## config.mk

```make
export PLATFORM = sky130hd
export DESIGN_NAME = arith_expression_lexer_flat
export DESIGN_NICKNAME = d
export VERILOG_FILES = /design/src/rtl/core/alx_pkg.sv /design/src/rtl/core/alx_if.sv /design/src/rtl/core/alx_front.sv /design/src/rtl/core/alx_tokq.sv /design/src/rtl/core/alx_back.sv /design/src/rtl/core/arith_expression_lexer.sv /design/src/flat_wrapper.sv
export SDC_FILE = /design/constraint.sdc
export NUM_CORES = 1
export LEC_CHECK = 0
export ABC_AREA = 1
export BUFFER_PORTS_ARGS = -buffer_cell sky130_fd_sc_hd__buf_2
export CAP_MARGIN = 20
export CORE_MARGIN = 5
export CORE_UTILIZATION = 45
export CTS_CLUSTER_DIAMETER = 120
export DETAILED_ROUTE_END_ITERATION = 7
export GPL_TIMING_DRIVEN = 0
export PLACE_DENSITY = 0.66
export RECOVER_POWER = 50
export SETUP_SLACK_MARGIN = 0.02
export SYNTH_ARGS = -nofsm -noshare
export SYNTH_HDL_FRONTEND = slang
export SYNTH_SLANG_ARGS = --single-unit
```

## constraint.sdc

```tcl
create_clock -name clock -period 14.5 [get_ports clock]
set_input_delay 1.45 -clock clock [delete_from_list [all_inputs] [get_ports clock]]
set_output_delay 1.45 -clock clock [all_outputs]
set_load 0.03 [all_outputs]
```

## src/rtl/core/alx_pkg.sv

```systemverilog
package alx_pkg;

   localparam int TOK_W = 16;
   localparam int VALUE_W = 31;
   localparam int LIMIT_W = 16;
   localparam int CH_W = 8;
   localparam int KIND_W = 4;

   localparam logic [VALUE_W-1:0] VALUE_MAX = {VALUE_W{1'b1}};
   localparam logic [LIMIT_W-1:0] LIMIT_RESET = {LIMIT_W{1'b1}};

   localparam int QUEUE_DEPTH = 4;
   localparam int QPTR_W = $clog2(QUEUE_DEPTH);
   localparam int QCNT_W = $clog2(QUEUE_DEPTH + 1);
   localparam int QUEUE_ROOM = 2;

   localparam logic [CH_W-1:0] CH_END = 8'h00;
   localparam logic [CH_W-1:0] CH_SPACE = " ";
   localparam logic [CH_W-1:0] CH_TAB = 8'h09;
   localparam logic [CH_W-1:0] CH_CR = 8'h0D;
   localparam logic [CH_W-1:0] CH_LF = 8'h0A;
   localparam logic [CH_W-1:0] CH_UNDERSCORE = "_";
   localparam logic [CH_W-1:0] CH_ZERO = "0";
   localparam logic [CH_W-1:0] CH_NINE = "9";
   localparam logic [CH_W-1:0] CH_LOWER_A = "a";
   localparam logic [CH_W-1:0] CH_LOWER_Z = "z";
   localparam logic [CH_W-1:0] CH_UPPER_A = "A";
   localparam logic [CH_W-1:0] CH_UPPER_Z = "Z";
   localparam logic [CH_W-1:0] CH_PLUS = "+";
   localparam logic [CH_W-1:0] CH_MINUS = "-";
   localparam logic [CH_W-1:0] CH_STAR = "*";
   localparam logic [CH_W-1:0] CH_SLASH = "/";
   localparam logic [CH_W-1:0] CH_LPAREN = "(";
   localparam logic [CH_W-1:0] CH_RPAREN = ")";

   typedef enum logic [KIND_W-1:0] {
      KIND_EOF     = 4'd0,
      KIND_NUMBER  = 4'd1,
      KIND_IDENT   = 4'd2,
      KIND_PLUS    = 4'd3,
      KIND_MINUS   = 4'd4,
      KIND_STAR    = 4'd5,
      KIND_SLASH   = 4'd6,
      KIND_LPAREN  = 4'd7,
      KIND_RPAREN  = 4'd8,
      KIND_UNKNOWN = 4'd9
   } tok_kind_type;

   typedef enum logic [1:0] {
      RUN_NONE = 2'd0,
      RUN_NUM  = 2'd1,
      RUN_ID   = 2'd2
   } run_kind_type;

   typedef struct packed {
      tok_kind_type        kind;
      logic [VALUE_W-1:0]  value;
      logic [TOK_W-1:0]    start;
      logic [TOK_W-1:0]    length;
      logic                overflow;
      logic                last;
   } token_type;

   typedef struct packed {
      logic [1:0] count;
      token_type  first;
      token_type  second;
   } push_type;

endpackage

```

## src/rtl/core/alx_if.sv

```systemverilog
interface alx_req_if;
   import alx_pkg::*;
   logic            valid;
   logic            ready;
   logic [CH_W-1:0] ch;
   modport source (output valid, output ch, input ready);
   modport sink (input valid, input ch, output ready);
endinterface

interface alx_rsp_if;
   import alx_pkg::*;
   logic               valid;
   logic               ready;
   logic [KIND_W-1:0]  tok_kind;
   logic [VALUE_W-1:0] tok_value;
   logic [TOK_W-1:0]   tok_start;
   logic [TOK_W-1:0]   tok_length;
   logic               value_overflow;
   logic               last;
   modport source (output valid, output tok_kind, output tok_value, output tok_start,
                   output tok_length, output value_overflow, output last, input ready);
   modport sink (input valid, input tok_kind, input tok_value, input tok_start,
                 input tok_length, input value_overflow, input last, output ready);
endinterface

interface alx_csr_if;
   import alx_pkg::*;
   logic               valid;
   logic               ready;
   logic [LIMIT_W-1:0] token_limit;
   modport source (output valid, output token_limit, input ready);
   modport sink (input valid, input token_limit, output ready);
endinterface

```

## src/rtl/core/alx_front.sv

```systemverilog
module alx_front #(
   parameter int POS_BITS = 16
) (
   input  logic              clock,
   input  logic              reset,
   alx_req_if.sink           req,
   alx_csr_if.sink           csr,
   input  logic              room_ok,
   output alx_pkg::push_type push
);
   import alx_pkg::*;

   localparam int LowBits = (POS_BITS < TOK_W) ? POS_BITS : TOK_W;

   run_kind_type         run_kind_ff, run_kind_in;
   logic [VALUE_W-1:0]   run_value_ff, run_value_in;
   logic                 run_ovf_ff, run_ovf_in;
   logic [POS_BITS-1:0]  run_start_ff, run_start_in;
   logic [POS_BITS-1:0]  pos_ff, pos_in;
   logic [LIMIT_W-1:0]   emitted_ff, emitted_in;
   logic                 stopped_ff, stopped_in;
   logic [LIMIT_W-1:0]   limit_ff;

   logic [CH_W-1:0]      c;
   logic                 fire;
   logic                 is_end, is_digit, is_id, is_space;
   logic                 cont_num, cont_id, want_close, want_second;
   logic [VALUE_W+3:0]   num_prod;
   logic                 num_ovf;
   logic [POS_BITS-1:0]  run_len;
   tok_kind_type         op_kind, kind2;
   logic                 allow1, allow2, last1, last2, stop1, stop2;
   logic [LIMIT_W-1:0]   cnt1, cnt2;
   token_type            tok_close, tok_second;

   assign c = req.ch;
   assign req.ready = room_ok;
   assign fire = req.valid && room_ok;
   assign csr.ready = 1'b1;

   always_comb begin
      is_end = (c == CH_END);
      is_digit = (c >= CH_ZERO) && (c <= CH_NINE);
      is_id = ((c >= CH_LOWER_A) && (c <= CH_LOWER_Z)) ||
              ((c >= CH_UPPER_A) && (c <= CH_UPPER_Z)) || (c == CH_UNDERSCORE);
      is_space = (c == CH_SPACE) || (c == CH_TAB) || (c == CH_CR) || (c == CH_LF);
      case (c)
         CH_PLUS:   op_kind = KIND_PLUS;
         CH_MINUS:  op_kind = KIND_MINUS;
         CH_STAR:   op_kind = KIND_STAR;
         CH_SLASH:  op_kind = KIND_SLASH;
         CH_LPAREN: op_kind = KIND_LPAREN;
         CH_RPAREN: op_kind = KIND_RPAREN;
         default:   op_kind = KIND_UNKNOWN;
      endcase
   end

   always_comb begin
      cont_num = !is_end && (run_kind_ff == RUN_NUM) && is_digit;
      cont_id = !is_end && (run_kind_ff == RUN_ID) && (is_id || is_digit);
      want_close = !cont_num && !cont_id && (run_kind_ff != RUN_NONE);
      want_second = is_end || (!cont_num && !cont_id && !is_space && !is_digit && !is_id);
      kind2 = is_end ? KIND_EOF : op_kind;

      num_prod = ({4'd0, run_value_ff} << 3) + ({4'd0, run_value_ff} << 1) +
                 (VALUE_W+4)'(c[3:0]);
      num_ovf = run_ovf_ff || (num_prod > (VALUE_W+4)'(VALUE_MAX));
      run_len = pos_ff - run_start_ff;

      allow1 = want_close && !stopped_ff && (emitted_ff < limit_ff);
      cnt1 = allow1 ? emitted_ff + LIMIT_W'(1) : emitted_ff;
      last1 = (cnt1 >= limit_ff);
      stop1 = stopped_ff || (allow1 && last1);
      allow2 = want_second && !stop1 && (cnt1 < limit_ff);
      cnt2 = allow2 ? cnt1 + LIMIT_W'(1) : cnt1;
      last2 = (kind2 == KIND_EOF) || (cnt2 >= limit_ff);
      stop2 = stop1 || (allow2 && last2);

      tok_close.kind = (run_kind_ff == RUN_NUM) ? KIND_NUMBER : KIND_IDENT;
      tok_close.value = (run_kind_ff == RUN_NUM) ? run_value_ff : '0;
      tok_close.start = TOK_W'(run_start_ff[LowBits-1:0]);
      tok_close.length = TOK_W'(run_len[LowBits-1:0]);
      tok_close.overflow = (run_kind_ff == RUN_NUM) && run_ovf_ff;
      tok_close.last = last1;

      tok_second.kind = kind2;
      tok_second.value = '0;
      tok_second.start = TOK_W'(pos_ff[LowBits-1:0]);
      tok_second.length = is_end ? '0 : TOK_W'(1);
      tok_second.overflow = 1'b0;
      tok_second.last = last2;

      push.count = fire ? ({1'b0, allow1} + {1'b0, allow2}) : 2'd0;
      push.first = allow1 ? tok_close : tok_second;
      push.second = tok_second;
   end

   always_comb begin
      run_kind_in = run_kind_ff;
      run_value_in = run_value_ff;
      run_ovf_in = run_ovf_ff;
      run_start_in = run_start_ff;
      pos_in = pos_ff;
      emitted_in = emitted_ff;
      stopped_in = stopped_ff;
      if (fire) begin
         if (is_end) begin
            run_kind_in = RUN_NONE;
            run_value_in = '0;
            run_ovf_in = 1'b0;
            run_start_in = '0;
            pos_in = '0;
            emitted_in = '0;
            stopped_in = 1'b0;
         end else begin
            emitted_in = cnt2;
            stopped_in = stop2;
            pos_in = pos_ff + POS_BITS'(1);
            if (cont_num) begin
               run_value_in = num_ovf ? VALUE_MAX : num_prod[VALUE_W-1:0];
               run_ovf_in = num_ovf;
            end else if (!cont_id) begin
               run_kind_in = RUN_NONE;
               run_value_in = '0;
               run_ovf_in = 1'b0;
               if (is_digit) begin
                  run_kind_in = RUN_NUM;
                  run_start_in = pos_ff;
                  run_value_in = VALUE_W'(c[3:0]);
               end else if (is_id) begin
                  run_kind_in = RUN_ID;
                  run_start_in = pos_ff;
               end
            end
         end
      end
   end

   always_ff @(posedge clock) begin
      if (reset) begin
         run_kind_ff <= RUN_NONE;
         run_value_ff <= '0;
         run_ovf_ff <= 1'b0;
         run_start_ff <= '0;
         pos_ff <= '0;
         emitted_ff <= '0;
         stopped_ff <= 1'b0;
         limit_ff <= LIMIT_RESET;
      end else begin
         run_kind_ff <= run_kind_in;
         run_value_ff <= run_value_in;
         run_ovf_ff <= run_ovf_in;
         run_start_ff <= run_start_in;
         pos_ff <= pos_in;
         emitted_ff <= emitted_in;
         stopped_ff <= stopped_in;
         if (csr.valid) begin
            limit_ff <= csr.token_limit;
         end
      end
   end

endmodule

```

## src/rtl/core/alx_tokq.sv

```systemverilog
module alx_tokq (
   input  logic               clock,
   input  logic               reset,
   input  alx_pkg::push_type  push,
   output logic               room_ok,
   input  logic               pop,
   output logic               head_valid,
   output alx_pkg::token_type head
);
   import alx_pkg::*;

   token_type          mem_ff [QUEUE_DEPTH];
   logic [QPTR_W-1:0]  head_ff, head_in;
   logic [QPTR_W-1:0]  tail_ff, tail_in;
   logic [QCNT_W-1:0]  count_ff, count_in;
   logic               do_pop;
   logic [QPTR_W-1:0]  tail_next;

   assign room_ok = (count_ff <= QCNT_W'(QUEUE_DEPTH - QUEUE_ROOM));
   assign head_valid = (count_ff != '0);
   assign head = mem_ff[head_ff];
   assign do_pop = pop && head_valid;
   assign tail_next = tail_ff + QPTR_W'(1);

   always_comb begin
      head_in = do_pop ? head_ff + QPTR_W'(1) : head_ff;
      tail_in = tail_ff + QPTR_W'(push.count);
      count_in = count_ff + QCNT_W'(push.count) - QCNT_W'(do_pop);
   end

   always_ff @(posedge clock) begin
      if (push.count != 2'd0) begin
         mem_ff[tail_ff] <= push.first;
      end
      if (push.count == 2'd2) begin
         mem_ff[tail_next] <= push.second;
      end
   end

   always_ff @(posedge clock) begin
      if (reset) begin
         head_ff <= '0;
         tail_ff <= '0;
         count_ff <= '0;
      end else begin
         head_ff <= head_in;
         tail_ff <= tail_in;
         count_ff <= count_in;
      end
   end

endmodule

```

## src/rtl/core/alx_back.sv

```systemverilog
module alx_back (
   input  logic               clock,
   input  logic               reset,
   input  logic               head_valid,
   input  alx_pkg::token_type head,
   output logic               pop,
   alx_rsp_if.source          rsp
);
   import alx_pkg::*;

   token_type out_ff, out_in;
   logic      valid_ff, valid_in;
   logic      take;

   assign take = !valid_ff || rsp.ready;
   assign pop = take && head_valid;

   always_comb begin
      valid_in = take ? head_valid : valid_ff;
      out_in = pop ? head : out_ff;
   end

   always_ff @(posedge clock) begin
      out_ff <= out_in;
   end

   always_ff @(posedge clock) begin
      if (reset) begin
         valid_ff <= 1'b0;
      end else begin
         valid_ff <= valid_in;
      end
   end

   assign rsp.valid = valid_ff;
   assign rsp.tok_kind = out_ff.kind;
   assign rsp.tok_value = out_ff.value;
   assign rsp.tok_start = out_ff.start;
   assign rsp.tok_length = out_ff.length;
   assign rsp.value_overflow = out_ff.overflow;
   assign rsp.last = out_ff.last;

endmodule

```

## src/rtl/core/arith_expression_lexer.sv

```systemverilog
// Channel  Direction  Transaction
// req_bus  in         one source byte (ch); zero ends the text
// rsp_bus  out        one token: kind, value, start, length, overflow, last
// csr_bus  in         token_limit write, always ready
//
// Takes one byte per cycle unless req_bus stalls; a byte that closes a run and
// also yields an operator or eof token puts two tokens into a 4-entry queue.
// Tokens go via the queue and output register; rsp_bus drains one per ready cycle.
// req_bus stalls only while the queue holds more than two tokens.
// Reset clears scan state and position and sets token_limit to 65535.
module arith_expression_lexer #(
   parameter int POS_BITS = 16
) (
   input  logic      clock,
   input  logic      reset,
   alx_req_if.sink   req_bus,
   alx_rsp_if.source rsp_bus,
   alx_csr_if.sink   csr_bus
);
   import alx_pkg::*;

   push_type  push;
   logic      room_ok;
   logic      pop;
   logic      head_valid;
   token_type head;

   alx_front #(
      .POS_BITS(POS_BITS)
   ) u_front (
      .clock   (clock),
      .reset   (reset),
      .req     (req_bus),
      .csr     (csr_bus),
      .room_ok (room_ok),
      .push    (push)
   );

   alx_tokq u_tokq (
      .clock      (clock),
      .reset      (reset),
      .push       (push),
      .room_ok    (room_ok),
      .pop        (pop),
      .head_valid (head_valid),
      .head       (head)
   );

   alx_back u_back (
      .clock      (clock),
      .reset      (reset),
      .head_valid (head_valid),
      .head       (head),
      .pop        (pop),
      .rsp        (rsp_bus)
   );

endmodule

```

## src/flat_wrapper.sv

```systemverilog
// flat-port wrapper written by rule: the top's interface ports become plain ports
module arith_expression_lexer_flat import alx_pkg::*;
#(
   parameter int POS_BITS = 16
)
  (clock, reset, req_bus_valid, req_bus_ch, req_bus_ready, rsp_bus_valid, rsp_bus_tok_kind, rsp_bus_tok_value, rsp_bus_tok_start, rsp_bus_tok_length, rsp_bus_value_overflow, rsp_bus_last, rsp_bus_ready, csr_bus_valid, csr_bus_token_limit, csr_bus_ready);
  alx_req_if req_bus_i ();
  alx_rsp_if rsp_bus_i ();
  alx_csr_if csr_bus_i ();
  input  logic clock;
  input  logic reset;
  input wire logic [$bits(req_bus_i.valid)-1:0] req_bus_valid;
  input wire logic [$bits(req_bus_i.ch)-1:0] req_bus_ch;
  output wire logic [$bits(req_bus_i.ready)-1:0] req_bus_ready;
  output wire logic [$bits(rsp_bus_i.valid)-1:0] rsp_bus_valid;
  output wire logic [$bits(rsp_bus_i.tok_kind)-1:0] rsp_bus_tok_kind;
  output wire logic [$bits(rsp_bus_i.tok_value)-1:0] rsp_bus_tok_value;
  output wire logic [$bits(rsp_bus_i.tok_start)-1:0] rsp_bus_tok_start;
  output wire logic [$bits(rsp_bus_i.tok_length)-1:0] rsp_bus_tok_length;
  output wire logic [$bits(rsp_bus_i.value_overflow)-1:0] rsp_bus_value_overflow;
  output wire logic [$bits(rsp_bus_i.last)-1:0] rsp_bus_last;
  input wire logic [$bits(rsp_bus_i.ready)-1:0] rsp_bus_ready;
  input wire logic [$bits(csr_bus_i.valid)-1:0] csr_bus_valid;
  input wire logic [$bits(csr_bus_i.token_limit)-1:0] csr_bus_token_limit;
  output wire logic [$bits(csr_bus_i.ready)-1:0] csr_bus_ready;
  assign req_bus_i.valid = req_bus_valid;
  assign req_bus_i.ch = req_bus_ch;
  assign req_bus_ready = req_bus_i.ready;
  assign rsp_bus_valid = rsp_bus_i.valid;
  assign rsp_bus_tok_kind = rsp_bus_i.tok_kind;
  assign rsp_bus_tok_value = rsp_bus_i.tok_value;
  assign rsp_bus_tok_start = rsp_bus_i.tok_start;
  assign rsp_bus_tok_length = rsp_bus_i.tok_length;
  assign rsp_bus_value_overflow = rsp_bus_i.value_overflow;
  assign rsp_bus_last = rsp_bus_i.last;
  assign rsp_bus_i.ready = rsp_bus_ready;
  assign csr_bus_i.valid = csr_bus_valid;
  assign csr_bus_i.token_limit = csr_bus_token_limit;
  assign csr_bus_ready = csr_bus_i.ready;
  arith_expression_lexer #(.POS_BITS(POS_BITS)) u_core (.clock(clock), .reset(reset), .req_bus(req_bus_i), .rsp_bus(rsp_bus_i), .csr_bus(csr_bus_i));
endmodule
```

==> impl_metrics.env <==
export IMPL_grt_use_total_pct=24.44
export IMPL_area_growth_syn_to_layout_pct=12.12
export IMPL_synth_edff_count=157
export IMPL_start_util_pct=45.67
export IMPL_dieHeight_microns=233.1
export IMPL_cts_buffers=48
export IMPL_antenna_found_initial=3
export IMPL_nFillCells=4767
export IMPL_p_leak_uw=0.009834
export IMPL_worst_pin_slew_ns=2.023
export IMPL_synth_area_per_cell_sq_um=8.238
export IMPL_io_pins=101
export IMPL_syn_nets=2883
export IMPL_synth_seq_cells=452
export IMPL_h_tree_depth=2
export IMPL_reg2reg_depth=33
export IMPL_status="complete, but fails checks"
export IMPL_gp_congestion=0.9503
export IMPL_cts_resized=0
export IMPL_portBuffers=97
export IMPL_netlist_instances=2719
export IMPL_core_sq_um=49050
export IMPL_grt_overflow_total=0
export IMPL_diodes=0
export IMPL_synth_area_sq_um=22400
export IMPL_period_needed_ns=9.310
export IMPL_max_stage_delay_ns=0.55
export IMPL_synth_ff_type="dfxtp_1"
export IMPL_power_density_nw_per_um2=179.0
export IMPL_cts_sinks=452
export IMPL_grt_max_degree=33
export IMPL_drt_pass1_iterations=6
export IMPL_wirelength_mm=67.83
export IMPL_nets=3036
export IMPL_async_flop_share_pct=0
export IMPL_critPathArrivalTime_ns=9.61
export IMPL_worstSkewPairLatency_ns=0.58
export IMPL_p_total_uw=4496
export IMPL_ys_types=52
export IMPL_fin_hold_ws_ns=0.4515
export IMPL_post_drt_via_cell_ratio=5.664
export IMPL_path_common_cell="nor2_1"
export IMPL_path_clk_slew_ns=0.06
export IMPL_dpl_hpwl_mm=49.93
export IMPL_fmax_mhz=107.4
export IMPL_yosysWarningCount=0
export IMPL_ctsHoldBuffers=0
export IMPL_cts_setup_buffers=0
export IMPL_hold_viol_final=0
export IMPL_die_w_microns=233.1
export IMPL_ir_worst_vdd_mv=0.1032
export IMPL_tritoncts="done"
export IMPL_antenna_left=0
export IMPL_skew_ns=0.01569
export IMPL_period_share_pct=64.20
export IMPL_cts_root_buffer="clkbuf_16"
export IMPL_slowest_stage="clkbuf_1"
export IMPL_holdCritPathClass="flip-flop to flip-flop"
export IMPL_drc_errors=0
export IMPL_grt_pass1_vias=19680
export IMPL_violations="capacitance limit, slew limit"
export IMPL_max_slew_margin_rel_pct=-34.88
export IMPL_maxSlewViolCount=78
export IMPL_crit_type="primary input to flip-flop"
export IMPL_dp_cells=3485
export IMPL_die_area_sq_um=54340
export IMPL_vias=20250
export IMPL_ys_seq_area_share_pct=47.41
export IMPL_drive_above_1_share_pct=4.844
export IMPL_cp_end_kind="flip-flop"
export IMPL_start_kind="primary input"
export IMPL_final_cell_mix="nand2_1 (533), o21ai_0 (441), dfxtp_1 (295), nor2_1 (274), clkbuf_1 (214)"
export IMPL_final_common_cell="nand2_1"
export IMPL_drt_iter0_drc=2133
export IMPL_fin_setup_tns_ns=0
export IMPL_cp_max_fo=12
export IMPL_rsz0062_at_grt="false"
export IMPL_layout_cells_non_filler=3575
export IMPL_wl_per_cell_microns=18.97
export IMPL_worstPathRequired_ns=14.80
export IMPL_whs_path_depth=2
export IMPL_maxCapViolCount=3
export IMPL_core_rowCount=81
export IMPL_cts_buffer_depth=3
export IMPL_setup_viol=0
export IMPL_grt_pass1_wl_mm=106.2
worst paths after layout:
check	end	slack, ns	startpoint
max	u_core.u_tokq.mem_ff[1][67]$_DFFE_PP_	5.19	req_bus_ch[2]
max reg2reg	u_core.u_tokq.mem_ff[1][67]$_DFFE_PP_	6.21	u_core.u_front.emitted_ff[11]$_SDFFE_PP0P_
min	u_core.u_tokq.mem_ff[2][13]$_SDFFE_PP0P_	0.45	u_core.u_tokq.mem_ff[2][13]$_SDFFE_PP0P_
min reg2reg	u_core.u_tokq.mem_ff[2][13]$_SDFFE_PP0P_	0.45	u_core.u_tokq.mem_ff[2][13]$_SDFFE_PP0P_
cells by family (layout without fill, tap and decap cells):
logic type	after synthesis	after routing	synth area share, %
and+or+nand+nor	910	910	16.58
AOI/OAI and AO/OA	849	849	20.71
DFF	452	452	47.41
buffers and inverters	319	511	5.530
adders and majority gates	135	135	7.675
xor gates and xnor gates	53	53	2.072
other	1	1	0.01674
sequential cells by signal, summed over array words and instances (netlist names):
register and count:
u_core.u_tokq.mem_ff 276, u_core.u_back.rsp.value_overflow 1, u_core.u_tokq.count_ff 3, u_core.u_front.run_value_ff 31
u_core.u_front.run_kind_ff 2, u_core.u_front.limit_ff 16, u_core.u_tokq.tail_ff 2, u_core.u_back.rsp.tok_kind 4
u_core.u_front.run_start_ff 16, u_core.u_front.stopped_ff 1, u_core.u_back.rsp.tok_value 31, u_core.u_front.emitted_ff 16
u_core.u_tokq.head_ff 2, u_core.u_front.run_ovf_ff 1, u_core.u_back.rsp.valid 1, u_core.u_back.rsp.tok_start 16
u_core.u_back.rsp.last 1, u_core.u_front.pos_ff 16, u_core.u_back.rsp.tok_length 16
through the flow:
step                      setup WS [ns]  instance area (sq um)  utilization (%)
final                             5.190                  25110            51.20
after global routing              4.617                  25110            51.20
after CTS                         6.803                  25310            51.60
after detailed placement          6.195                  23850            48.62
after global placement            5.692                  23720            48.35
after floorplan                   7.903                  22400                -
critical path: cells and delay by family:
family	cells	cell delay [ns]
buffers and inverters	11	3.52
AND/OR/NAND/NOR	17	3.30
adder cells (fa/ha/maj)	2	0.62
XOR/XNOR	1	0.34
AO/OA/AOI/OAI	3	0.34
where the power goes:
part / total (uW) / switching, uW / internal (uW)
registers: 1720 / 100 / 1620
clock network: 1150 / 506 / 643
logic: 1630 / 1210 / 412
total: 4500 / 1820 / 2680
area by class of cell:
cell class | count | area [sq um] | share of cell area (%)
flip-flops and latches | 452 | 10620 | 42.29
multi-input cells | 1948 | 10480 | 41.71
clock buffers | 60 | 1276 | 5.082
well taps | 664 | 830.8 | 3.308
inverters | 179 | 671.9 | 2.675
plain buffers | 140 | 540.5 | 2.152
repair buffers | 103 | 511.7 | 2.038
clock inverters | 29 | 186.4 | 0.7423
cell usage after synthesis, types with 2 or more instances:
master	count	share of area, %
a2111oi_0	2	0.078
inv_2	6	0.10
a21oi_1	185	4.1
or2_2	2	0.056
o21ai_2	3	0.12
nand3_2	3	0.13
buf_2	9	0.20
nor2_2	5	0.14
and2_1	2	0.056
nor2_4	4	0.20
nor3_1	16	0.36
nand3_1	40	0.89
o21ai_1	12	0.27
o31ai_1	2	0.067
nand2_1	531	8.9
a32o_1	4	0.18
fa_1	4	0.36
nand2_2	10	0.28
buf_1	2	0.034
buf_4	2	0.067
xnor2_1	19	0.74
nand4_1	12	0.34
o21ai_0	438	9.8
a21oi_2	3	0.12
buf_6	3	0.15
a21o_1	2	0.067
xor2_1	34	1.3
clkbuf_1	124	2.1
nand2_4	4	0.20
o21a_1	4	0.13
ha_1	131	7.3
clkinv_1	2	0.034
edfxtp_1	157	21
nor2_1	270	4.5
o2111ai_1	2	0.078
o22ai_1	146	4.1
o21bai_1	3	0.10
dfxtp_1	295	26
a31oi_1	5	0.14
a211oi_1	19	0.64
inv_1	171	2.9
a22o_1	16	0.63
nor4_1	6	0.17
metal layers:
| layer | track usage, % | vias to the layer above | wire length (microns) |
|---|---|---|---|
| li1 | - | 9700 | - |
| met1 | 33.10 | 9549 | 29400 |
| met2 | 40.25 | 845 | 31220 |
| met3 | 4.352 | 150 | 5328 |
| met4 | 7.218 | 6 | 1853 |
| met5 | 0 | - | 28 |
Power figures use the tool's default switching activity.
